===== src/rtl/cnv_pkg.sv =====
package cnv_pkg;

    // Frame limits
    localparam int MAX_WIDTH  = 2048;
    localparam int MAX_HEIGHT = 2048;

    // Counter and index widths
    localparam int COL_W   = $clog2(MAX_WIDTH);
    localparam int OROW_W  = $clog2(MAX_HEIGHT);
    localparam int IROW_W  = $clog2(MAX_HEIGHT + 2);
    localparam int WCNT_W  = $clog2(MAX_WIDTH + 1);
    localparam int HCNT_W  = $clog2(MAX_HEIGHT + 1);
    localparam int EXT_W   = 16;

    // Field and register widths
    localparam int CH_W    = 8;
    localparam int PIX_W   = 3 * CH_W;
    localparam int DIM_W   = 12;
    localparam int CFG_W   = 24;
    localparam int CFG_IDX_W = 3;

    // Register indexes
    localparam logic [CFG_IDX_W-1:0] REG_FRAME_WIDTH  = 3'd0;
    localparam logic [CFG_IDX_W-1:0] REG_FRAME_HEIGHT = 3'd1;
    localparam logic [CFG_IDX_W-1:0] REG_COEF_TOP     = 3'd2;
    localparam logic [CFG_IDX_W-1:0] REG_COEF_MID     = 3'd3;
    localparam logic [CFG_IDX_W-1:0] REG_COEF_BOTTOM  = 3'd4;

    // Queue between front and back
    localparam int QUEUE_DEPTH = 2;
    localparam int QPTR_W      = $clog2(QUEUE_DEPTH);
    localparam int QCNT_W      = $clog2(QUEUE_DEPTH + 1);

    // Products and sums
    localparam int PROD_W = 17;
    localparam int SUM_W  = 21;

    // One classified stream position
    typedef struct packed {
        logic             have_pix;
        logic [PIX_W-1:0] pix;
        logic [COL_W-1:0] col;
        logic             emit;
        logic             top_ok;
        logic             bot_ok;
        logic             left_ok;
        logic             right_ok;
        logic             last;
    } t_op;

    typedef struct packed {
        logic full;
        logic empty;
    } t_q_status;

    typedef logic [2:0][CFG_W-1:0] t_taps;

endpackage


===== src/rtl/cnv_queue.sv =====
module cnv_queue (
    input  logic               i_clk,
    input  logic               i_rst_n,
    input  logic               i_push,
    input  cnv_pkg::t_op       i_op,
    input  logic               i_pop,
    output cnv_pkg::t_op       o_head,
    output cnv_pkg::t_q_status o_status
);
    import cnv_pkg::*;

    t_op                r_entry [QUEUE_DEPTH];
    logic [QPTR_W-1:0]  r_wr_ptr, n_wr_ptr;
    logic [QPTR_W-1:0]  r_rd_ptr, n_rd_ptr;
    logic [QCNT_W-1:0]  r_count,  n_count;

    assign o_head         = r_entry[r_rd_ptr];
    assign o_status.full  = r_count == QCNT_W'(QUEUE_DEPTH);
    assign o_status.empty = r_count == '0;

    // Advance pointers and occupancy
    always_comb begin
        n_wr_ptr = r_wr_ptr;
        n_rd_ptr = r_rd_ptr;
        n_count  = r_count;
        if (i_push) begin
            n_wr_ptr = (r_wr_ptr == QPTR_W'(QUEUE_DEPTH - 1)) ? '0 : r_wr_ptr + QPTR_W'(1);
        end
        if (i_pop) begin
            n_rd_ptr = (r_rd_ptr == QPTR_W'(QUEUE_DEPTH - 1)) ? '0 : r_rd_ptr + QPTR_W'(1);
        end
        if (i_push && !i_pop) begin
            n_count = r_count + QCNT_W'(1);
        end else if (!i_push && i_pop) begin
            n_count = r_count - QCNT_W'(1);
        end
    end

    always_ff @(posedge i_clk) begin
        if (!i_rst_n) begin
            r_wr_ptr <= '0;
            r_rd_ptr <= '0;
            r_count  <= '0;
        end else begin
            r_wr_ptr <= n_wr_ptr;
            r_rd_ptr <= n_rd_ptr;
            r_count  <= n_count;
        end
    end

    // Store the pushed entry
    always_ff @(posedge i_clk) begin
        if (i_push) begin
            r_entry[r_wr_ptr] <= i_op;
        end
    end

endmodule


===== config.mk =====
export PLATFORM = sky130hd
export DESIGN_NAME = cnv_queue
export DESIGN_NICKNAME = d
export VERILOG_FILES = /design/src/rtl/cnv_pkg.sv /design/src/rtl/cnv_queue.sv
export SDC_FILE = /design/constraint.sdc
export NUM_CORES = 1
export LEC_CHECK = 0
export ABC_CLOCK_PERIOD_IN_PS = 2720
export BUFFER_PORTS_ARGS = -buffer_cell sky130_fd_sc_hd__buf_2
export CAP_MARGIN = 20
export CORE_MARGIN = 4
export CORE_UTILIZATION = 45
export DETAILED_ROUTE_END_ITERATION = 10
export PLACE_DENSITY = 0.73
export SLEW_MARGIN = 0
export SYNTH_ARGS = -nofsm -noshare
export SYNTH_HDL_FRONTEND = slang
export SYNTH_SLANG_ARGS = --single-unit

===== constraint.sdc =====
create_clock -name i_clk -period 2.72 [get_ports i_clk]
set_input_delay 0.272 -clock i_clk [delete_from_list [all_inputs] [get_ports i_clk]]
set_output_delay 0.272 -clock i_clk [all_outputs]
set_load 0.03 [all_outputs]

# [Word-level counts from Yosys, hierarchy flattened]
# Memories as Yosys holds them, arrays and structs flattened. A register that Yosys moved wholly into a read port is not among the register bits.
# Cells that the tools add are included.
[totals] mem_count=1 elab_cells=23 ramBits=84 out_inout_bits=44 reg_bits=4 in_bits=46
[memory_table] name="r_entry" depth=2 word_bits=42 read_ports=1 rd_ports_with_merged_regs=1 wr=1 line_no="cnv_queue.sv:12" source="t_op r_entry [QUEUE_DEPTH];"
[classes] reduce_logical=6 eq_ne=1 addsub=4 mux=8
[ops] op="2-to-1 mux 1 bit" count=6
[ops] op="2-to-1 mux 2 bit" count=2
[ops] op="adder 1 bit, second input constant" count=2
[ops] op="adder 2 x 1 -> 2 bit, second input constant" count=1
[ops] op="== test 2 bit, second input constant" count=1
[ops] op="logical AND 1 bit" count=2
[ops] op="logical NOT 1 bit" count=2
[ops] op="logical NOT 2 bit" count=1
[ops] op="nonzero test 2 bit" count=1
[ops] op="subtractor 2 x 1 -> 2 bit, second input constant" count=1

# [Logic depth before layout (Yosys ltp)]
# Gate-level depths: netlist of the first run.
[depth] word_depth=4 mapped_depth=5 ltp_nobuf=5

# [Least setup slack after synthesis of the first run]
# Ideal clock, no wire load.
[synth_timing] path_type="register to register" start="register r_wr_ptr" end="memory r_entry[0][0] in the netlist's numbering, enable pin" setup_slack_ns=0.060 t_arrival_ns=2.213 stages_incl_launch_ff=2 synth_period_minus_slack_ns=2.660 path_buffers=0 setup_time_ns=0.448 required_time_ns=2.272 cell_sequence="dfxtp_1 -> nor2b_1"
[synth_rtl] item="from (decl)" line_no="cnv_queue.sv:13" source="logic [QPTR_W-1:0] r_wr_ptr, n_wr_ptr;"
[synth_rtl] item="from (signal assigned)" line_no="cnv_queue.sv:45" source="r_wr_ptr <= n_wr_ptr;"
[synth_rtl] item="to (decl)" line_no="cnv_queue.sv:12"
# No word-level cell before the write port.

==> impl_metrics.env, run 1 <==
export IMPL_status="complete, no violations"
export IMPL_synth_compound_area_frac=0.00617
export IMPL_die_w_um=92.9
export IMPL_grt_pass1_wl_um=8700
export IMPL_tns_ns=0
export IMPL_timing_fmax_mhz=473
export IMPL_timing_critical_path_cells="buf_12 > mux2_2 > buf_2"
export IMPL_synth_top_family_by_area="multiplexers"
export IMPL_tritoncts_num_buffers=9
export IMPL_grt_max_degree=39
export IMPL_cts_setup_buffers=0
export IMPL_synth_mux_area_frac=0.146
export IMPL_critPathMaxFanout=22
export IMPL_intPower_mw=2.25
export IMPL_critPathRequiredTime_ns=2.45
export IMPL_synthCells=153
export IMPL_initial_core_util=0.470
export IMPL_yosysSeqAreaShare=0.808
export IMPL_synthAdderAreaFrac=0.00386
export IMPL_leakage_nw=1.53
export IMPL_cpPeakStageDelay_ns=0.70
export IMPL_rsz0062_at_grt="no"
export IMPL_finalMaxSlewViolations=0
export IMPL_place_detailed_hpwl_um=3730
export IMPL_rows=30
export IMPL_dr_total_vias=1665
export IMPL_ios=90
export IMPL_met2_length_um=2820
export IMPL_fin_skew_ns=0.00783
export IMPL_antenna_diode_count=0
export IMPL_clk_root_buffer_cell="clkbuf_8"
export IMPL_via_per_inst=4.73
export IMPL_grt_total_usage=0.135
export IMPL_clockBufferDepth=2
export IMPL_yosysWarnings=0
export IMPL_routed_wl_um=5530
export IMPL_end_kind="output port"
export IMPL_vdd_ir_drop_max_v=0.000362
export IMPL_cts_sinks=89
export IMPL_start_kind="flop"
export IMPL_r2r_setup_slack_ns=1.26
export IMPL_syn2layout_area_growth_pct=25.0
export IMPL_h_tree_depth=3
export IMPL_synth_xor_area_share=0.00810
export IMPL_power_share_switching=0.245
export IMPL_comb_power_share=0.137
export IMPL_min_period_ns=2.11
export IMPL_avgSynthCellArea_sq_um=21.2
export IMPL_pwr_share_seq=0.540
export IMPL_tightest_slew_ns=0.572
export IMPL_power_density_nw_per_um2=736
export IMPL_min_path_type="in -> reg"
export IMPL_cts_tree="done"
export IMPL_cts_resized=0
export IMPL_hold_end="r_entry[1][29]"
export IMPL_slew_headroom=0.619
export IMPL_syn_area_sq_um=3240
export IMPL_layout_common_cells="buf_2, edfxtp_1, mux2_2"
export IMPL_fp_dieArea_sq_um=8630
export IMPL_drc=0
export IMPL_top_layer="met4"
export IMPL_port_buffers=89
export IMPL_power_mw=2.98
export IMPL_drtIter0Drc=95
export IMPL_drv_cap=0
export IMPL_first_global_vias=1733
export IMPL_cpMaxStageDelayCell="dfxtp_2"
export IMPL_crit_type="reg -> out"
export IMPL_clk_latency_ns=0.34
export IMPL_fp_dieH_um=92.9
export IMPL_ant_nets=0
export IMPL_ys_ff_latch=89
export IMPL_r2r_start="r_wr_ptr"
export IMPL_dr_wl_met3_um=420
export IMPL_dp_cells=336
export IMPL_r2r_end="r_entry[1][27]"
export IMPL_drive_gt1_frac=0.598
export IMPL_gp_congestion=0.710
export IMPL_p_switching_uw=732
export IMPL_fillers=571
export IMPL_met1Wirelength_um=2190
export IMPL_layout_cells_non_filler=352
export IMPL_setup_viol=0
export IMPL_finalNetCount=298
export IMPL_yosysUniqueCellTypes=17
export IMPL_dr_pass1_iters=4
export IMPL_critical_path_arrival_ns=1.84
export IMPL_p_clk_frac=0.323
export IMPL_hold_path_depth=1
export IMPL_final_common_cell="buf_2"
export IMPL_rr_worst_depth=2
export IMPL_hold_viol=0
export IMPL_core_sq_um=6910
export IMPL_clkTransAtPathRegs_ns=0.08
export IMPL_antenna_found_initial=0
export IMPL_gr_total_overflow=0
export IMPL_ctsHoldBuffers=0
export IMPL_hp_start="i_op[29]"
export IMPL_wl_per_cell_um=15.7
export IMPL_synth_simple_area_share=0.0174
export IMPL_synth_nets=200
export IMPL_min_period_over_period=0.776
-- through the flow --
stage	utilization	instance area [sq um]	hold WS, ns	setup slack (ns)
after global placement	0.556	3840	0.460	0.974
after detailed placement	0.556	3840	0.463	0.946
after CTS	0.587	4060	0.0922	0.563
final	0.587	4060	0.110	0.608
after floorplan	-	3240	0.371	0.0596
after global routing	0.587	4060	0.0798	0.518
-- registers in the layout (all words and copies together) (netlist names), named ones only --
register  cells
r_count       2
r_rd_ptr      1
r_entry      84
r_wr_ptr      1
-- worst max-delay path, delay by kind of cell, from the launching register on --
kind,cells,cell delay (ns)
muxes,1,0.35
DFF,1,0.70
buffers and inverters,2,0.42
-- synth_stat cells --
| master | count | area (sq um) |
|---|---|---|
| edfxtp_1 | 84 | 2520 |
| mux2_2 | 42 | 473 |
| dfxtp_1 | 5 | 100 |
| and2_1 | 4 | 25.0 |
| buf_2 | 3 | 15.0 |
| buf_4 | 2 | 15.0 |
| nor2b_1 | 2 | 12.5 |
| xor2_1 | 2 | 17.5 |
| a21boi_1 | 1 | 7.51 |
| and2b_2 | 1 | 8.76 |
| ha_1 | 1 | 12.5 |
| inv_1 | 1 | 3.75 |
| nor2_1 | 1 | 3.75 |
| o21a_1 | 1 | 7.51 |
| o21ai_0 | 1 | 5.00 |
| or3_1 | 1 | 6.26 |
| xnor2_1 | 1 | 8.76 |
-- worst max-delay path by stage --
stage / slack, ns / cells past startpoint / end / startpoint
floorplan: 0.06 / 1 / r_entry[0][0] / r_wr_ptr
global placement: 0.97 / 3 / o_head[13] / flop
detailed placement: 0.95 / 3 / o_head[9] / flop
CTS: 0.56 / 3 / o_head[9] / flop
global route: 0.52 / 3 / o_head[30] / flop
finish: 0.61 / 3 / o_head[9] / flop
-- power by group through the flow --
stage,Clock [mW],Combinational (mW),Sequential [mW]
2_1_floorplan,0,0.293,1.63
6_report,0.964,0.410,1.61
4_1_cts,0.989,0.418,1.61
3_5_place_dp,0,0.417,1.64
3_3_place_gp,0,0.411,1.64
5_1_grt,1.05,0.440,1.62
-- logic make-up after synthesis --
kind of cell    after synthesis
simple gates                  9
buf+inv                       6
mux                          42
fa+ha+maj                     1
flops                        89
compound gates                3
xor+xnor                      3
-- per-layer routing --
metal / up-vias / GRT usage
met5: - / 0
met3: 9 / 0.0487
met2: 53 / 0.217
met1: 812 / 0.161
met4: 0 / 0.0623
li1: 791 / -
-- layout make-up --
cell class	count	area [sq um]	area share
well taps	96	120	0.0296
clock buffers	9	124	0.0305
flip-flops and latches	89	2620	0.647
inverters	1	3.75	0.000926
repair buffers	92	493	0.122
multi-input cells	58	597	0.147
clock inverters	7	93.8	0.0231
(Power assumes the default switching activity.)
==> run 2, diff against run 1 <==
--- a/config.mk
+++ b/config.mk
@@ -5,13 +5,14 @@
 export SDC_FILE = /design/constraint.sdc
 export NUM_CORES = 1
 export LEC_CHECK = 0
-export ABC_CLOCK_PERIOD_IN_PS = 2720
+export ABC_AREA = 1
+export ABC_CLOCK_PERIOD_IN_PS = 2000
 export BUFFER_PORTS_ARGS = -buffer_cell sky130_fd_sc_hd__buf_2
 export CAP_MARGIN = 20
 export CORE_MARGIN = 4
 export CORE_UTILIZATION = 45
 export DETAILED_ROUTE_END_ITERATION = 10
-export PLACE_DENSITY = 0.73
+export PLACE_DENSITY = 0.7
 export SLEW_MARGIN = 0
 export SYNTH_ARGS = -nofsm -noshare
 export SYNTH_HDL_FRONTEND = slang
==> constraint.sdc (replaced) <==
create_clock -name i_clk -period 2 [get_ports i_clk]
set_input_delay 0.2 -clock i_clk [delete_from_list [all_inputs] [get_ports i_clk]]
set_output_delay 0.2 -clock i_clk [all_outputs]
set_load 0.03 [all_outputs]
==> run 2 against run 1 <==
  * Global-route usage decreased by 0.51 points
  * Die area grew 6.2%
  * Via count is 3.4% higher
  * Setup slack worse by 0.30 ns
  * Critical endpoint is now o_head[10]
  * Area after synthesis up 6.8%
==> impl_metrics.env, run 2 <==
export IMPL_r2r_setup_slack_ns=0.67
export IMPL_yosysSeqAreaShare=0.757
export IMPL_regArea_sq_um=2620
export IMPL_drtIter0Drc=60
export IMPL_start_kind="flop"
export IMPL_hold_end="r_entry[0][4]"
export IMPL_leakage_nw=1.70
export IMPL_rr_worst_depth=3
export IMPL_cts_sinks=89
export IMPL_ctsHoldBuffers=0
export IMPL_ios=90
export IMPL_grt_pass1_wl_um=8720
export IMPL_fp_dieArea_sq_um=9170
export IMPL_synth_top_area_share=0.728
export IMPL_rsz0062_at_grt="no"
export IMPL_top_regs="r_entry: 84 flops, r_count: 2 flops"
export IMPL_dr_pass1_iters=4
export IMPL_r2r_end="r_entry[1][32]"
export IMPL_layout_common_cells="buf_2, edfxtp_1, mux2_4"
export IMPL_vdd_ir_drop_max_v=0.000418
export IMPL_clkTransAtPathRegs_ns=0.07
export IMPL_timing_fmax_mhz=592
export IMPL_setup_viol=0
export IMPL_utilization=0.566
export IMPL_synth_edf_count=84
export IMPL_fin_area_sq_um=4170
export IMPL_min_period_over_period=0.844
export IMPL_antenna_found_initial=0
export IMPL_finalNetCount=312
export IMPL_routed_wl_um=5650
export IMPL_avgSynthCellArea_sq_um=20.9
export IMPL_antenna_diode_count=0
export IMPL_pre_cts_ws_ns=0.653
export IMPL_ys_ff_latch=89
export IMPL_grt_max_degree=37
export IMPL_drv_cap=0
export IMPL_via_per_inst=4.68
export IMPL_synth_ff_type="edfxtp_1"
export IMPL_die_w_um=95.7
export IMPL_drc=0
export IMPL_drive_gt1_frac=0.561
export IMPL_layout_setup_ws_ns=0.311
export IMPL_yosys_area_top_type="edfxtp_1"
export IMPL_critPathMaxFanout=15
export IMPL_regMostFlops="r_entry"
export IMPL_rows=31
export IMPL_core_sq_um=7370
export IMPL_status="complete, no violations"
export IMPL_cts_resized=0
export IMPL_h_tree_depth=3
export IMPL_fin_skew_ns=0.00548
export IMPL_yosysWarnings=0
export IMPL_gp_congestion=0.737
export IMPL_min_period_ns=1.69
export IMPL_grt_total_usage=0.130
export IMPL_r2r_start="r_wr_ptr"
export IMPL_met2_usage=0.227
export IMPL_async_flop_share=0
export IMPL_syn2layout_area_growth_pct=20.4
export IMPL_tns_ns=0
export IMPL_placed_area_sq_um=4020
export IMPL_met1_usage=0.149
export IMPL_hold_viol=0
export IMPL_synth_most_common_cell="edfxtp_1"
export IMPL_initial_core_util=0.470
export IMPL_slew_headroom=0.810
export IMPL_yosysUniqueCellTypes=14
export IMPL_ant_nets=0
export IMPL_finalMaxSlewViolations=0
export IMPL_synth_nets=213
export IMPL_dr_total_vias=1722
export IMPL_synth_common_cells="edfxtp_1, mux2_4, nor2_1"
export IMPL_busiest_layer="met2"
export IMPL_syn_area_sq_um=3460
export IMPL_critPathRequiredTime_ns=1.80
export IMPL_tightest_slew_ns=0.286
export IMPL_wl_per_cell_um=15.4
export IMPL_cts_setup_buffers=0
export IMPL_critical_path_arrival_ns=1.49
export IMPL_gr_total_overflow=0
export IMPL_place_detailed_hpwl_um=3910
export IMPL_end_kind="output port"
export IMPL_ys_top_cells_by_area="edfxtp_1, mux2_4, dfxtp_1, buf_12, nor2_1"
export IMPL_fp_dieH_um=95.7
export IMPL_fillers=606
export IMPL_clk_root_buffer_cell="clkbuf_8"
export IMPL_cts_tree="done"
export IMPL_multi_input_area_sq_um=728
export IMPL_hold_slack_ns=0.0492
export IMPL_clk_latency_ns=0.33
export IMPL_clockBufferDepth=2
export IMPL_synthCells=166
export IMPL_tritoncts_num_buffers=9
export IMPL_power_density_nw_per_um2=893
export IMPL_crit_type="reg -> out"
export IMPL_hp_start="i_op[4]"
export IMPL_globalRouteMet3Util=0.0305
export IMPL_final_common_cell="buf_2"
export IMPL_hold_path_depth=1
export IMPL_min_path_type="in -> reg"
export IMPL_first_global_vias=1834
export IMPL_largest_reg_flops=84
export IMPL_port_buffers=89
-- run 2: stage by stage --
stage,cells,power [mW]
global route,368,3.90
CTS,368,3.78
floorplan,166,2.64
global placement,353,2.79
finish,368,3.72
detailed placement,353,2.80
-- run 2: how the worst max path moves through the flow --
stage | startpoint | end | cells after the start
after global routing | flop | o_head[13] | 3
after CTS | flop | o_head[12] | 3
after global placement | flop | o_head[10] | 3
final | flop | o_head[10] | 3
after floorplan | r_wr_ptr | r_entry[0][0] | 1
after detailed placement | flop | o_head[3] | 3
-- run 2: final cells by class --
class | instances | area share
sequential | 89 | 0.629
multi-input combinational | 64 | 0.175
timing repair buffer | 93 | 0.123
clock buffer | 10 | 0.0306
tap | 99 | 0.0297
inverter | 8 | 0.00720
clock inverter | 5 | 0.00570
-- run 2: kinds of logic after synthesis --
logic type,count (synthesis),share of synthesized area
mux,42,0.180
simple gates,19,0.0217
flops,89,0.757
compound gates,2,0.00289
buf+inv,13,0.0350
fa+ha+maj,1,0.00361
-- run 2: report_power, final --
part           internal, mW  switching [mW]
logic                 0.232           0.341
clock network         0.432           0.540
registers              2.15          0.0299
total                  2.81           0.911
-- run 2: critical path, cell delays in order, from the launching register on --
cell     delay (ns)
dfxtp_2        0.35
buf_4          0.29
mux2_4         0.33
buf_2          0.18
-- run 2: routing by layer --
layer | vias to the layer above | wire length (um)
li1 | 822 | -
met1 | 834 | 2240
met2 | 59 | 2990
met3 | 7 | 354
met4 | 0 | 69
met5 | - | 0
