## src/rtl/cnv_pkg.sv

```systemverilog
package cnv_pkg;

    // Frame limits
    localparam int MAX_WIDTH  = 2048;
    localparam int MAX_HEIGHT = 2048;

    // Counter and index widths
    localparam int COL_W   = $clog2(MAX_WIDTH);
    localparam int OROW_W  = $clog2(MAX_HEIGHT);
    localparam int IROW_W  = $clog2(MAX_HEIGHT + 2);
    localparam int WCNT_W  = $clog2(MAX_WIDTH + 1);
    localparam int HCNT_W  = $clog2(MAX_HEIGHT + 1);
    localparam int EXT_W   = 16;

    // Field and register widths
    localparam int CH_W    = 8;
    localparam int PIX_W   = 3 * CH_W;
    localparam int DIM_W   = 12;
    localparam int CFG_W   = 24;
    localparam int CFG_IDX_W = 3;

    // Register indexes
    localparam logic [CFG_IDX_W-1:0] REG_FRAME_WIDTH  = 3'd0;
    localparam logic [CFG_IDX_W-1:0] REG_FRAME_HEIGHT = 3'd1;
    localparam logic [CFG_IDX_W-1:0] REG_COEF_TOP     = 3'd2;
    localparam logic [CFG_IDX_W-1:0] REG_COEF_MID     = 3'd3;
    localparam logic [CFG_IDX_W-1:0] REG_COEF_BOTTOM  = 3'd4;

    // Queue between front and back
    localparam int QUEUE_DEPTH = 2;
    localparam int QPTR_W      = $clog2(QUEUE_DEPTH);
    localparam int QCNT_W      = $clog2(QUEUE_DEPTH + 1);

    // Products and sums
    localparam int PROD_W = 17;
    localparam int SUM_W  = 21;

    // One classified stream position
    typedef struct packed {
        logic             have_pix;
        logic [PIX_W-1:0] pix;
        logic [COL_W-1:0] col;
        logic             emit;
        logic             top_ok;
        logic             bot_ok;
        logic             left_ok;
        logic             right_ok;
        logic             last;
    } t_op;

    typedef struct packed {
        logic full;
        logic empty;
    } t_q_status;

    typedef logic [2:0][CFG_W-1:0] t_taps;

endpackage

```

## src/rtl/cnv_front.sv

```systemverilog
module cnv_front (
    input  logic                      i_clk,
    input  logic                      i_rst_n,
    input  logic [cnv_pkg::WCNT_W-1:0] i_w_eff,
    input  logic [cnv_pkg::HCNT_W-1:0] i_h_eff,
    input  logic                      i_clear,
    input  logic                      i_valid,
    input  logic                      i_func,
    input  logic [cnv_pkg::PIX_W-1:0] i_pix,
    input  cnv_pkg::t_q_status        i_q_status,
    output logic                      o_stall,
    output logic                      o_push,
    output cnv_pkg::t_op              o_op
);
    import cnv_pkg::*;

    logic [COL_W-1:0]  r_in_col,  n_in_col;
    logic [IROW_W-1:0] r_in_row,  n_in_row;
    logic [COL_W-1:0]  r_out_col, n_out_col;
    logic [OROW_W-1:0] r_out_row, n_out_row;

    logic             accept;
    logic             draining;
    logic             ready;
    logic             top_ok, bot_ok, left_ok, right_ok, last;
    logic [EXT_W-1:0] in_col_nxt, out_col_nxt;

    // Classify the position the next transaction lands on
    always_comb begin
        draining = EXT_W'(r_in_row) >= EXT_W'(i_h_eff);
        ready    = (r_in_row >= IROW_W'(2)) ||
                   ((r_in_row == IROW_W'(1)) && (r_in_col != '0));
        top_ok   = r_out_row != '0;
        bot_ok   = (EXT_W'(r_out_row) + EXT_W'(1)) < EXT_W'(i_h_eff);
        left_ok  = r_out_col != '0;
        right_ok = (EXT_W'(r_out_col) + EXT_W'(1)) < EXT_W'(i_w_eff);
        last     = !bot_ok && !right_ok;
        in_col_nxt  = EXT_W'(r_in_col) + EXT_W'(1);
        out_col_nxt = EXT_W'(r_out_col) + EXT_W'(1);
    end

    assign o_stall = i_q_status.full;
    assign accept  = i_valid && !i_q_status.full;
    // Drop a flush that arrives mid-frame
    assign o_push  = accept && (draining || !i_func);

    always_comb begin
        o_op.have_pix = !draining;
        o_op.pix      = draining ? '0 : i_pix;
        o_op.col      = r_in_col;
        o_op.emit     = ready;
        o_op.top_ok   = top_ok;
        o_op.bot_ok   = bot_ok;
        o_op.left_ok  = left_ok;
        o_op.right_ok = right_ok;
        o_op.last     = last;
    end

    // Advance the position counters
    always_comb begin
        n_in_col  = r_in_col;
        n_in_row  = r_in_row;
        n_out_col = r_out_col;
        n_out_row = r_out_row;
        if (i_clear) begin
            n_in_col  = '0;
            n_in_row  = '0;
            n_out_col = '0;
            n_out_row = '0;
        end else if (o_push) begin
            if (ready && last) begin
                n_in_col  = '0;
                n_in_row  = '0;
                n_out_col = '0;
                n_out_row = '0;
            end else begin
                if (ready) begin
                    if (out_col_nxt >= EXT_W'(i_w_eff)) begin
                        n_out_col = '0;
                        n_out_row = r_out_row + OROW_W'(1);
                    end else begin
                        n_out_col = COL_W'(out_col_nxt);
                    end
                end
                if (in_col_nxt >= EXT_W'(i_w_eff)) begin
                    n_in_col = '0;
                    n_in_row = r_in_row + IROW_W'(1);
                end else begin
                    n_in_col = COL_W'(in_col_nxt);
                end
            end
        end
    end

    always_ff @(posedge i_clk) begin
        if (!i_rst_n) begin
            r_in_col  <= '0;
            r_in_row  <= '0;
            r_out_col <= '0;
            r_out_row <= '0;
        end else begin
            r_in_col  <= n_in_col;
            r_in_row  <= n_in_row;
            r_out_col <= n_out_col;
            r_out_row <= n_out_row;
        end
    end

endmodule

```

## config.mk

```make
export PLATFORM = sky130hd
export DESIGN_NAME = cnv_front
export DESIGN_NICKNAME = d
export VERILOG_FILES = /design/src/rtl/cnv_pkg.sv /design/src/rtl/cnv_front.sv
export SDC_FILE = /design/constraint.sdc
export NUM_CORES = 1
export LEC_CHECK = 0
export ABC_AREA = 1
export BUFFER_PORTS_ARGS = -buffer_cell sky130_fd_sc_hd__clkbuf_2
export CORE_MARGIN = 2
export CORE_UTILIZATION = 60
export DETAILED_ROUTE_END_ITERATION = 10
export HOLD_SLACK_MARGIN = 0.06
export PLACE_DENSITY_LB_ADDON = 0.12
export SYNTH_ARGS = -nofsm -noshare
export SYNTH_HDL_FRONTEND = slang
export SYNTH_SLANG_ARGS = --single-unit
```

## constraint.sdc

```tcl
create_clock -name i_clk -period 7.91 [get_ports i_clk]
set_input_delay 0 -clock i_clk [delete_from_list [all_inputs] [get_ports i_clk]]
set_output_delay 0 -clock i_clk [all_outputs]
set_load 0.005 [all_outputs]
```

# Yosys cells after proc, flatten, opt, wreduce, memory -nomap -nowiden
# Cells that the tools add are included.
# totals
register_bits	45
latch_bits	0
ram_bits	0
mem_bits_ro	0
in_bits	55
output_inout_bits	44
word_cells	50
memories	0
# classes
addsub	5
multipliers	0
n_div	0
order_cmp	6
eq_ne	1
shifts	0
n_mux	11
n_bitwise	1
reduce_logical	22
# ops
operator	count
11-bit two-way mux	8
11-bit by 1-bit adder with 12-bit output, second input constant	3
12-bit >= comparator	3
11-bit nonzero test	3
12-bit two-way mux	2
24-bit two-way mux	1
16-bit by 12-bit < comparator with 1-bit output	1
12-bit by 1-bit adder with 12-bit output, second input constant	1
12-bit by 1-bit == test with 1-bit output, second input constant	1
12-bit by 2-bit >= comparator with 1-bit output, second input constant	1
12-bit < comparator	1
11-bit by 1-bit adder with 11-bit output, second input constant	1
2-bit nonzero test	3
1-bit logical AND	5
1-bit zero test	5
2-bit AND reduction	2
3-bit AND reduction	1
1-bit logical OR	2
2-bit OR reduction	1
1-bit inverter	1

# Logic depth before layout (Yosys ltp)
# Gate-level depths: netlist of run 1.
# logic_depth
ltp_word	7
ltp_mapped	20
mapped_depth_nobuf	19

# Worst setup path after synthesis of run 1
# No wires, ideal clock.
# synth_path
path_type	reg-to-reg
startpoint	reg r_out_row[0]
endpoint	reg r_in_row[9]
setup_time_ps	132
arrival_time_ps	2435
required_ps	7778
slack_ps	5343
path_stages_with_launch	21
n_path_buf	1
period_less_slack_ps	2567
cell_sequence	dfxtp_1 > ha_1 > nand3_1 > nor3_2 > nand2_1 > nor2_1 > xor2_1 > inv_1 > ha_1 > nand2_1 > nor2_1 > nand2_1 > nor2_1 > nand2_1 > nand2_1 > nand3_2 > nand2_2 > nand2_2 > buf_6 > nand2_1 > a21oi_1
# synth_between
elab_chain_len	7
word_cells_on_any_way	8
cone_classes	add/sub (1); order compare (1); mux (1); reduce/logical (5)
# synth_rtl
item	line	text
from (decl)	cnv_front.sv:20	logic [OROW_W-1:0] r_out_row, n_out_row;
from (signal assigned)	cnv_front.sv:105	r_out_row <= n_out_row;
11-bit by 1-bit adder with 12-bit output (*)	cnv_front.sv:34	bot_ok = (EXT_W'(r_out_row) + EXT_W'(1)) < EXT_W'(i_h_eff);
12-bit < comparator (*)	cnv_front.sv:34	
1-bit zero test (*)	cnv_front.sv:37	last = !bot_ok && !right_ok;
1-bit logical AND (*)	cnv_front.sv:37	
1-bit logical AND (*)	cnv_front.sv:71	if (ready && last) begin
2-bit nonzero test (no line)	n/a	
2-bit AND reduction (no line)	n/a	
to (signal assigned)	cnv_front.sv:103	r_in_row <= n_in_row;
to (decl)	cnv_front.sv:18	logic [IROW_W-1:0] r_in_row, n_in_row;
# Mark *: on every way between the ends. The rest lies on a longest branch, timed or not.
# A chain may end at the register's enable or synchronous reset.

# Final worst setup path of run 1
# layout_path
startpoint	reg r_out_col[0]
endpoint	reg r_in_row[6]
# layout_between
elab_chain_len	7
word_cells_on_any_way	8
cone_classes	add/sub (1); order compare (1); mux (1); reduce/logical (5)
# layout_rtl
item	line	text
from (decl)	cnv_front.sv:19	logic [COL_W-1:0] r_out_col, n_out_col;
from (signal assigned)	cnv_front.sv:104	r_out_col <= n_out_col;
11-bit by 1-bit adder with 12-bit output (*)	cnv_front.sv:36	right_ok = (EXT_W'(r_out_col) + EXT_W'(1)) < EXT_W'(i_w_eff);
16-bit by 12-bit < comparator with 1-bit output (*)	cnv_front.sv:36	
1-bit zero test (*)	cnv_front.sv:37	
1-bit logical AND (*)	cnv_front.sv:37	
1-bit logical AND (*)	cnv_front.sv:71	
2-bit nonzero test (no line)	n/a	
2-bit AND reduction (no line)	n/a	
# Marked as above.

==> Implementation_results.wiki, run 1 <==
{| class="wikitable"
! Metric !! Value
|-
| Run status || finished clean
|-
| P&R area growth vs syn || 12.6%
|-
| Cell area power density || 95.6 nW/um^2
|-
| Crit share post-route || 0.468
|-
| Number of rows created at floorplan || 31
|-
| Post-synth cell types || 31
|-
| Capturing point of the worst reg2reg path || r_in_row[6]
|-
| Crit path kind || register to register
|-
| Achievable Freq || 270 MHz
|-
| Multiplexer share of the synthesized area || 0
|-
| Worst Tran Pin Value || 0.846 ns
|-
| Fraction of the mapped netlist area in compound gates || 0.0902
|-
| Crit. Startpoint || r_out_col[0]
|-
| Worst hold slack across all endpoints || 0.166 ns
|-
| Pin count of the biggest net entering global routing || 33
|-
| Fraction of the mapped netlist area in simple logic gates || 0.321
|-
| Post-detailed-route DRC marker count || 0
|-
| Net count of the mapped netlist || 824
|-
| Number of antenna violations at the first check in global routing || 0
|-
| Post-synthesis adder-cell area fraction || 0.159
|-
| Count of final max-slew check failures || 0
|-
| CP max FO || 32
|-
| H-tree depth || 2
|-
| Final Hold Viols || 0
|-
| Vias in the first global route || 4343
|-
| Setup repair after global routing missed its margin || false
|-
| Crit path largest cell delay || 0.58 ns
|-
| Clock transition at the register clock pins on the worst setup and hold paths after CTS || 0.09 ns
|-
| Top-level port count || 99
|-
| Wire length of the first global-routing pass || 18800 um
|-
| Max_slew headroom || 0.432
|-
| Worst path arrival time || 3.87 ns
|-
| Gates resized, CTS repair || 0
|-
| Die Width || 89.8 um
|-
| Area contributors post-synth || sky130_fd_sc_hd__dfxtp_1, sky130_fd_sc_hd__ha_1, sky130_fd_sc_hd__nand2_1, sky130_fd_sc_hd__inv_1, sky130_fd_sc_hd__nor2_1
|-
| Syn Std Cell Area || 4410 um^2
|-
| Launch point of the worst reg-to-reg path || r_out_col[0]
|-
| Clk root buf || sky130_fd_sc_hd__clkbuf_8
|-
| Max Clock Skew || 0.0111 ns
|-
| Hold-fix buffer count after cts || 0
|-
| CTS max path bufs || 2
|-
| Top cell type by total area after synthesis || sky130_fd_sc_hd__dfxtp_1
|-
| Synth warn || 0
|-
| Leakage || 0.00281 uW
|-
| Initial core utilization || 0.615
|-
| Series of cell instances along the critical path || ha_1 -> nand3_1 -> nor3_1 -> nand3_1 -> xor2_1 -> inv_1 -> ha_1 -> nand2_1 -> inv_1 -> nand2_1 -> nor2_1 -> nand2_1 -> nand3_1 -> nand3_2 -> nand2_2 -> nand2_2 -> nand2_1 -> a21oi_1
|-
| Count of maximum capacitance violations || 0
|-
| Leading register cell type out of synthesis || sky130_fd_sc_hd__dfxtp_1
|-
| Maximum vdd drop || 0.0000577 V
|-
| Number of synthesized flops with an enable pin || 0
|-
| Detailed Place HPWL || 8490 um
|-
| Area share of xor/xnor cells in the synthesized design || 0.0576
|-
| Placeable core area || 7180 um^2
|-
| Count leader, synth || sky130_fd_sc_hd__nand2_1
|-
| Antenna Violating Nets Remaining || 0
|-
| Fraction of synthesis flops using an asynchronous set or reset pin || 0
|-
| Fraction of final layout cells sized beyond drive strength 1 || 0.151
|-
| I/O Buffers || 97
|-
| Worst Hold Class || primary input to register
|-
| Most frequent cells after synthesis || sky130_fd_sc_hd__nand2_1, sky130_fd_sc_hd__inv_1, sky130_fd_sc_hd__nor2_1, sky130_fd_sc_hd__ha_1, sky130_fd_sc_hd__a21oi_1
|-
| Antenna fix cells || 0
|-
| Register-to-register setup slack || 4.21 ns
|-
| Critical Path Most Common Cell || sky130_fd_sc_hd__nand2_1
|-
| Initial drt markers || 178
|-
| Critical Path Slowest Stage Cell || sky130_fd_sc_hd__nand3_2
|-
| Total wire length || 11000 um
|-
| Clock net sink count || 45
|-
| Clock buffers created by TritonCTS || 5
|-
| Net count, final || 900
|-
| Total die area || 8060 um^2
|-
| Overall track demand over capacity in global routing || 0.275
|-
| FF-to-FF path depth || 18
|-
| Worst-Skew Late Latency || 0.30 ns
|-
| Count of vias placed by the detailed router || 4590
|-
| Worst Path Required || 8.08 ns
|-
| Register bit total from synthesis || 45
|-
| Period minus WS final || 3.70 ns
|-
| Grt ovf || 0
|-
| Post-Synthesis Cells || 713
|-
| Number of setup buffers added after CTS || 0
|-
| Combinational family with the most area after synthesis || simple AND/OR/NAND/NOR gates
|-
| Final count of negative-setup-slack endpoints || 0
|-
| Chip height || 89.8 um
|-
| TritonCTS clock tree || built
|-
| Capturing element of the worst setup path || r_in_row[6]
|-
| Mapped Avg Cell Area || 6.19 um^2
|-
| Post-route setup TNS || 0 ns
|-
| Part of the Yosys area used for sequential elements || 0.204
|-
| Portion of synthesized cell area occupied by the leading cell type || 0.204
|-
| GPL Wtd Cong || 0.906
|-
| Critical path capture point type || register
|-
| Avg Vias per Cell || 5.16
|-
| Detailed Routing Iterations Pass 1 || 5
|-
| Routed len/inst || 12.3 um
|-
| Nature of the critical path startpoint || register
|}
flip-flops by register name (all words and copies together), names as in the netlist:
name / flops
r_in_row: 12
r_in_col: 11
r_out_col: 11
r_out_row: 11
cells by family (layout without fill, tap and decap cells):
kind of cell,after synthesis,count (layout)
and+or+nand+nor,328,328
buffers and inverters,179,256
AOI/OAI and AO/OA,76,76
adders and majority gates,56,56
DFF,45,45
xor gates and xnor gates,29,29
how the worst min path moves through the flow:
| stage | endpoint | slack, ns | cells past startpoint | startpoint |
|---|---|---|---|---|
| floorplan | o_op[17] | 0.07 | 2 | i_pix[0] |
| global placement | o_stall | 0.19 | 2 | i_q_status[1] |
| detailed placement | o_stall | 0.19 | 2 | i_q_status[1] |
| CTS | r_out_row[3] | 0.16 | 5 | i_clear |
| global route | r_out_row[9] | 0.18 | 5 | i_clear |
| finish | r_out_row[2] | 0.17 | 5 | i_clear |
where the power goes:
group	internal, uW	total, uW	switching (uW)	leakage [uW]
clock network	103	186	82.6	0.0000585
logic	26.8	62.0	35.2	0.00239
registers	227	227	0.575	0.000362
critical path: cells and delay by family (launching register included):
| family | cells | cell delay (ns) |
|---|---|---|
| buffers and inverters | 2 | 0.13 |
| flip-flops | 1 | 0.44 |
| adder cells (fa/ha/maj) | 2 | 0.54 |
| AND/OR/NAND/NOR | 12 | 2.20 |
| XOR/XNOR | 1 | 0.16 |
| AO/OA/AOI/OAI | 1 | 0.06 |
layer usage:
layer / vias to the layer above / track usage / wire length (um) / part of all wire
met3: 32 / 0.0486 / 782 / 0.071
met4: 0 / 0.112 / 356 / 0.032
met1: 2003 / 0.323 / 4530 / 0.41
li1: 2362 / - / - / -
met5: - / 0 / 0 / 0
met2: 193 / 0.496 / 5280 / 0.48
layout by cell type (no fill, tap or decap), types with 6 or more instances in the layout:
cell type	count
sky130_fd_sc_hd__clkbuf_8	6
sky130_fd_sc_hd__clkbuf_2	97
sky130_fd_sc_hd__nand4_1	26
sky130_fd_sc_hd__ha_1	56
sky130_fd_sc_hd__dfxtp_1	45
sky130_fd_sc_hd__xor2_1	26
sky130_fd_sc_hd__nor3_1	13
sky130_fd_sc_hd__nand3_1	34
sky130_fd_sc_hd__nor2_1	85
sky130_fd_sc_hd__inv_1	147
sky130_fd_sc_hd__a21oi_1	49
sky130_fd_sc_hd__o21ai_0	19
sky130_fd_sc_hd__nand2_1	156
per-stage QoR:
stage                     cells  cell area [um^2]  setup WS [ns]  power, uW  utilization
final                       889              4970           4.21        475        0.692
after global routing        889              4970           3.81        497        0.692
after CTS                   889              4970           4.26        478        0.692
after detailed placement    881              4850           4.29        294        0.676
after global placement      881              4850           4.35        292        0.676
after floorplan             713              4410           5.34        266            -
layout make-up:
class / count / area [um^2]
Tap cell: 99 / 124
Multi-Input combinational cell: 489 / 2770
Clock buffer: 7 / 86.3
Clock inverter: 1 / 30.0
Inverter: 150 / 566
Sequential cell: 45 / 901
Timing Repair Buffer: 98 / 493
Fill cell: 637 / 2210
(Power assumes the default switching activity.)
==> run 2, diff against run 1 <==
Settings changed: ABC_AREA 1 to 0, CORE_UTILIZATION 60 to 50.
Clock period 7.91 ns to 3 ns, I/O delays scaled along.
==> Implementation_results.wiki, run 2 <==
{| class="wikitable"
! Metric !! Value
|-
| Wire length of the first global-routing pass || 18900 um (was 18800 um)
|-
| Critical path capture point type || register (unchanged)
|-
| Crit path kind || register to register (unchanged)
|-
| Crit. Startpoint || r_out_col[1] (was r_out_col[0])
|-
| Capturing element of the worst setup path || r_out_row[1] (was r_in_row[6])
|-
| Count leader, synth || sky130_fd_sc_hd__ha_1 (was sky130_fd_sc_hd__nand2_1)
|-
| DP Cell Count || 766 (was 881)
|-
| Most frequent cells in the layout || sky130_fd_sc_hd__clkbuf_2, sky130_fd_sc_hd__buf_4, sky130_fd_sc_hd__ha_1 (was sky130_fd_sc_hd__nand2_1, sky130_fd_sc_hd__inv_1, sky130_fd_sc_hd__clkbuf_2)
|-
| Top-level port count || 99 (unchanged)
|-
| Overall track demand over capacity in global routing || 0.266 (was 0.275)
|-
| Post-synth cell types || 60 (was 31)
|-
| Sequential cell area || 921 um^2 (was 901 um^2)
|-
| Chip height || 94.5 um (was 89.8 um)
|-
| Util after Layout || 0.702 (was 0.692)
|-
| Mapped Avg Cell Area || 7.87 um^2 (was 6.19 um^2)
|-
| Number of antenna violations at the first check in global routing || 0 (unchanged)
|-
| GPL Wtd Cong || 0.909 (was 0.906)
|-
| Number of rows created at floorplan || 33 (was 31)
|-
| Run status || finished with violations (was finished clean)
|-
| Avg Vias per Cell || 5.67 (was 5.16)
|-
| Total die area || 8940 um^2 (was 8060 um^2)
|-
| Leading cell type in the layout, fill and taps excluded || sky130_fd_sc_hd__clkbuf_2 (was sky130_fd_sc_hd__nand2_1)
|-
| Initial drt markers || 128 (was 178)
|-
| Clock buffers created by TritonCTS || 5 (unchanged)
|-
| Violated checks || setup timing
|-
| Clock net sink count || 45 (unchanged)
|-
| Post-detailed-route DRC marker count || 0 (unchanged)
|-
| Post-Place Worst Slack || -0.169 ns (was 4.29 ns)
|-
| Final count of negative-setup-slack endpoints || 37 (was 0)
|-
| Cell area power density || 210 nW/um^2 (was 95.6 nW/um^2)
|-
| Leading register cell type out of synthesis || sky130_fd_sc_hd__dfxtp_1 (unchanged)
|-
| Count of vias placed by the detailed router || 4449 (was 4590)
|-
| Routed len/inst || 15.6 um (was 12.3 um)
|-
| Period minus WS final || 3.14 ns (was 3.70 ns)
|-
| Antenna Violating Nets Remaining || 0 (unchanged)
|-
| Nature of the critical path startpoint || register (unchanged)
|-
| Clk root buf || sky130_fd_sc_hd__clkbuf_8 (unchanged)
|-
| Synth warn || 0 (unchanged)
|-
| Capturing point of the worst reg2reg path || r_out_row[1] (was r_in_row[6])
|-
| Pin count of the biggest net entering global routing || 25 (was 33)
|-
| Portion of synthesized cell area occupied by the leading cell type || 0.220 (was 0.204)
|-
| Achievable Freq || 319 MHz (was 270 MHz)
|-
| TritonCTS clock tree || built (unchanged)
|-
| Placeable core area || 8090 um^2 (was 7180 um^2)
|-
| Detailed Routing Iterations Pass 1 || 5 (unchanged)
|-
| Area used by multi-input combinational logic || 3170 um^2 (was 2770 um^2)
|-
| P&R area growth vs syn || 38.7% (was 12.6%)
|-
| H-tree depth || 2 (unchanged)
|-
| FF-to-FF path depth || 13 (was 18)
|-
| Net count of the mapped netlist || 632 (was 824)
|-
| Worst Tran Pin Value || 0.869 ns (was 0.846 ns)
|-
| Most frequent cells after synthesis || sky130_fd_sc_hd__ha_1, sky130_fd_sc_hd__dfxtp_1, sky130_fd_sc_hd__nand2_1, sky130_fd_sc_hd__and3_1, sky130_fd_sc_hd__inv_1 (was sky130_fd_sc_hd__nand2_1, sky130_fd_sc_hd__inv_1, sky130_fd_sc_hd__nor2_1, sky130_fd_sc_hd__ha_1, sky130_fd_sc_hd__a21oi_1)
|-
| Clock transition at the register clock pins on the worst setup and hold paths after CTS || 0.09 ns (about the same)
|-
| Register bit total from synthesis || 45 (unchanged)
|-
| Post-layout instance count excluding filler cells || 784 (was 889)
|-
| Max Clock Skew || 0.00454 ns (was 0.0111 ns)
|-
| I/O Buffers || 97 (unchanged)
|-
| Area contributors post-synth || sky130_fd_sc_hd__dfxtp_1, sky130_fd_sc_hd__ha_1, sky130_fd_sc_hd__and3_1, sky130_fd_sc_hd__a21oi_1, sky130_fd_sc_hd__nand3_1 (was sky130_fd_sc_hd__dfxtp_1, sky130_fd_sc_hd__ha_1, sky130_fd_sc_hd__nand2_1, sky130_fd_sc_hd__inv_1, sky130_fd_sc_hd__nor2_1)
|-
| Max_slew headroom || 0.420 (was 0.432)
|-
| Number of flip-flops under the largest register name || 12 (unchanged)
|-
| Grt ovf || 0 (unchanged)
|-
| Worst-Skew Late Latency || 0.31 ns (was 0.30 ns)
|-
| Count of final max-slew check failures || 0 (unchanged)
|-
| Final Hold Viols || 0 (unchanged)
|-
| Leakage || 0.00271 uW (was 0.00281 uW)
|-
| Worst Hold Class || primary input to register (unchanged)
|-
| Post-Synthesis Cells || 521 (was 713)
|-
| Launch point of the worst reg-to-reg path || r_out_col[1] (was r_out_col[0])
|-
| Net count, final || 790 (was 900)
|-
| Top cell type by total area after synthesis || sky130_fd_sc_hd__dfxtp_1 (unchanged)
|-
| Register ranked first by flip-flop count || r_in_row (unchanged)
|-
| Vias in the first global route || 4138 (was 4343)
|-
| Crit share post-route || 1.05 (was 0.468)
|-
| Die Width || 94.5 um (was 89.8 um)
|-
| Total wire length || 12200 um (was 11000 um)
|-
| Worst path arrival time || 3.31 ns (was 3.87 ns)
|-
| Detailed Place HPWL || 9420 um (was 8490 um)
|-
| CP max FO || 7 (was 32)
|-
| CTS max path bufs || 2 (unchanged)
|-
| Syn Std Cell Area || 4100 um^2 (was 4410 um^2)
|-
| Maximum vdd drop || 0.000188 V (was 0.0000577 V)
|-
| Fraction of final layout cells sized beyond drive strength 1 || 0.392 (was 0.151)
|-
| Fraction of synthesis flops using an asynchronous set or reset pin || 0 (unchanged)
|-
| Number of synthesized flops with an enable pin || 0 (unchanged)
|-
| Part of the Yosys area used for sequential elements || 0.220 (was 0.204)
|-
| Worst setup margin || -0.137 ns (was 4.21 ns)
|-
| Initial core utilization || 0.506 (was 0.615)
|-
| Register-to-register setup slack || -0.14 ns (was 4.21 ns)
|-
| Setup repair after global routing missed its margin || true (was false)
|-
| Antenna fix cells || 0 (unchanged)
|-
| Worst Path Required || 3.17 ns (was 8.08 ns)
|-
| Count of maximum capacitance violations || 0 (unchanged)
|-
| Fillcell total || 660 (was 637)
|}
run 2: cell count changes after synthesis, sizes merged, moves of 9 or more:
| cell | before | now |
|---|---|---|
| nor4 | 3 | 12 |
| nand4 | 26 | 8 |
| nand3b | 0 | 9 |
| xnor2 | 3 | 14 |
| a21oi | 50 | 32 |
| nor2 | 90 | 35 |
| nand2 | 159 | 37 |
| and3 | 0 | 36 |
| xor2 | 26 | 13 |
| or3 | 0 | 12 |
| a21boi | 0 | 11 |
| nor3 | 14 | 4 |
| inv | 148 | 36 |
run 2: area by class of cell:
class	count	share of cell area
clock buffers	6	0.0165
clock inverters	1	0.000881
inverters	36	0.0242
multi-input cells	406	0.558
flip-flops and latches	45	0.162
well taps	105	0.0231
repair buffers	185	0.216
run 2: power by group:
| group | switching, uW | total (uW) | internal [uW] |
|---|---|---|---|
| Clock | 225 | 435 | 209 |
| Combinational | 86.1 | 163 | 76.7 |
| Sequential | 0.469 | 594 | 594 |
run 2: cells by family after synthesis:
| logic type | share of synthesized area |
|---|---|
| compound gates | 0.193 |
| buf+inv | 0.0827 |
| simple gates | 0.273 |
| xor+xnor | 0.0577 |
| flops | 0.220 |
| mux | 0.00244 |
| fa+ha+maj | 0.171 |
run 2: how the worst min path moves through the flow:
stage | start | to | slack, ns | cells after the start
2_1_floorplan | i_q_status[1] | o_stall | 0.08 | 1
3_3_place_gp | i_q_status[1] | o_stall | 0.19 | 2
3_5_place_dp | i_q_status[1] | o_stall | 0.19 | 2
4_1_cts | i_rst_n | r_out_row[4] | 0.15 | 4
5_1_grt | i_rst_n | r_out_row[4] | 0.18 | 4
6_report | i_rst_n | r_out_row[4] | 0.16 | 4
run 2: routing by layer:
layer | share of wire | vias up | global-route usage
met2 | 0.49 | 171 | 0.472
met1 | 0.42 | 2040 | 0.325
met5 | 0 | - | 0
met3 | 0.056 | 25 | 0.0231
li1 | - | 2213 | -
met4 | 0.037 | 0 | 0.126
run 2: worst max-delay path, stage by stage (launching register included):
cell and delay, ns:
sky130_fd_sc_hd__dfxtp_4 0.37, sky130_fd_sc_hd__and3_4 0.18, sky130_fd_sc_hd__and3_4 0.18, sky130_fd_sc_hd__and3_4 0.22, sky130_fd_sc_hd__xor2_1 0.17, sky130_fd_sc_hd__ha_1 0.26
sky130_fd_sc_hd__and2_4 0.14, sky130_fd_sc_hd__a221o_1 0.29, sky130_fd_sc_hd__a21o_1 0.19, sky130_fd_sc_hd__buf_6 0.12, sky130_fd_sc_hd__or3_4 0.37, sky130_fd_sc_hd__and4b_2 0.29
sky130_fd_sc_hd__a22oi_2 0.16, sky130_fd_sc_hd__nor2_1 0.05
run 2: stage by stage:
stage | power (uW) | instance area, um^2 | hold slack, ns | setup TNS [ns]
after CTS | 1200 | 5400 | 0.151 | -1.31
after detailed placement | 768 | 5180 | 0.186 | -4.16
after global placement | 765 | 5180 | 0.190 | -1.51
after global routing | 1240 | 5680 | 0.175 | -7.46
after floorplan | 689 | 4180 | 0.0808 | -0.107
final | 1190 | 5680 | 0.158 | -1.78
run 2: timing repair:
action                                  4_1_cts  5_1_grt
hold buffers                                  1        0
endpoints found under the setup margin       45       46
pin swaps                                    13       49
gates cloned                                  0        3
gates resized for setup                      18       57
endpoints found under the hold margin         2        0
setup buffers                                 5        2
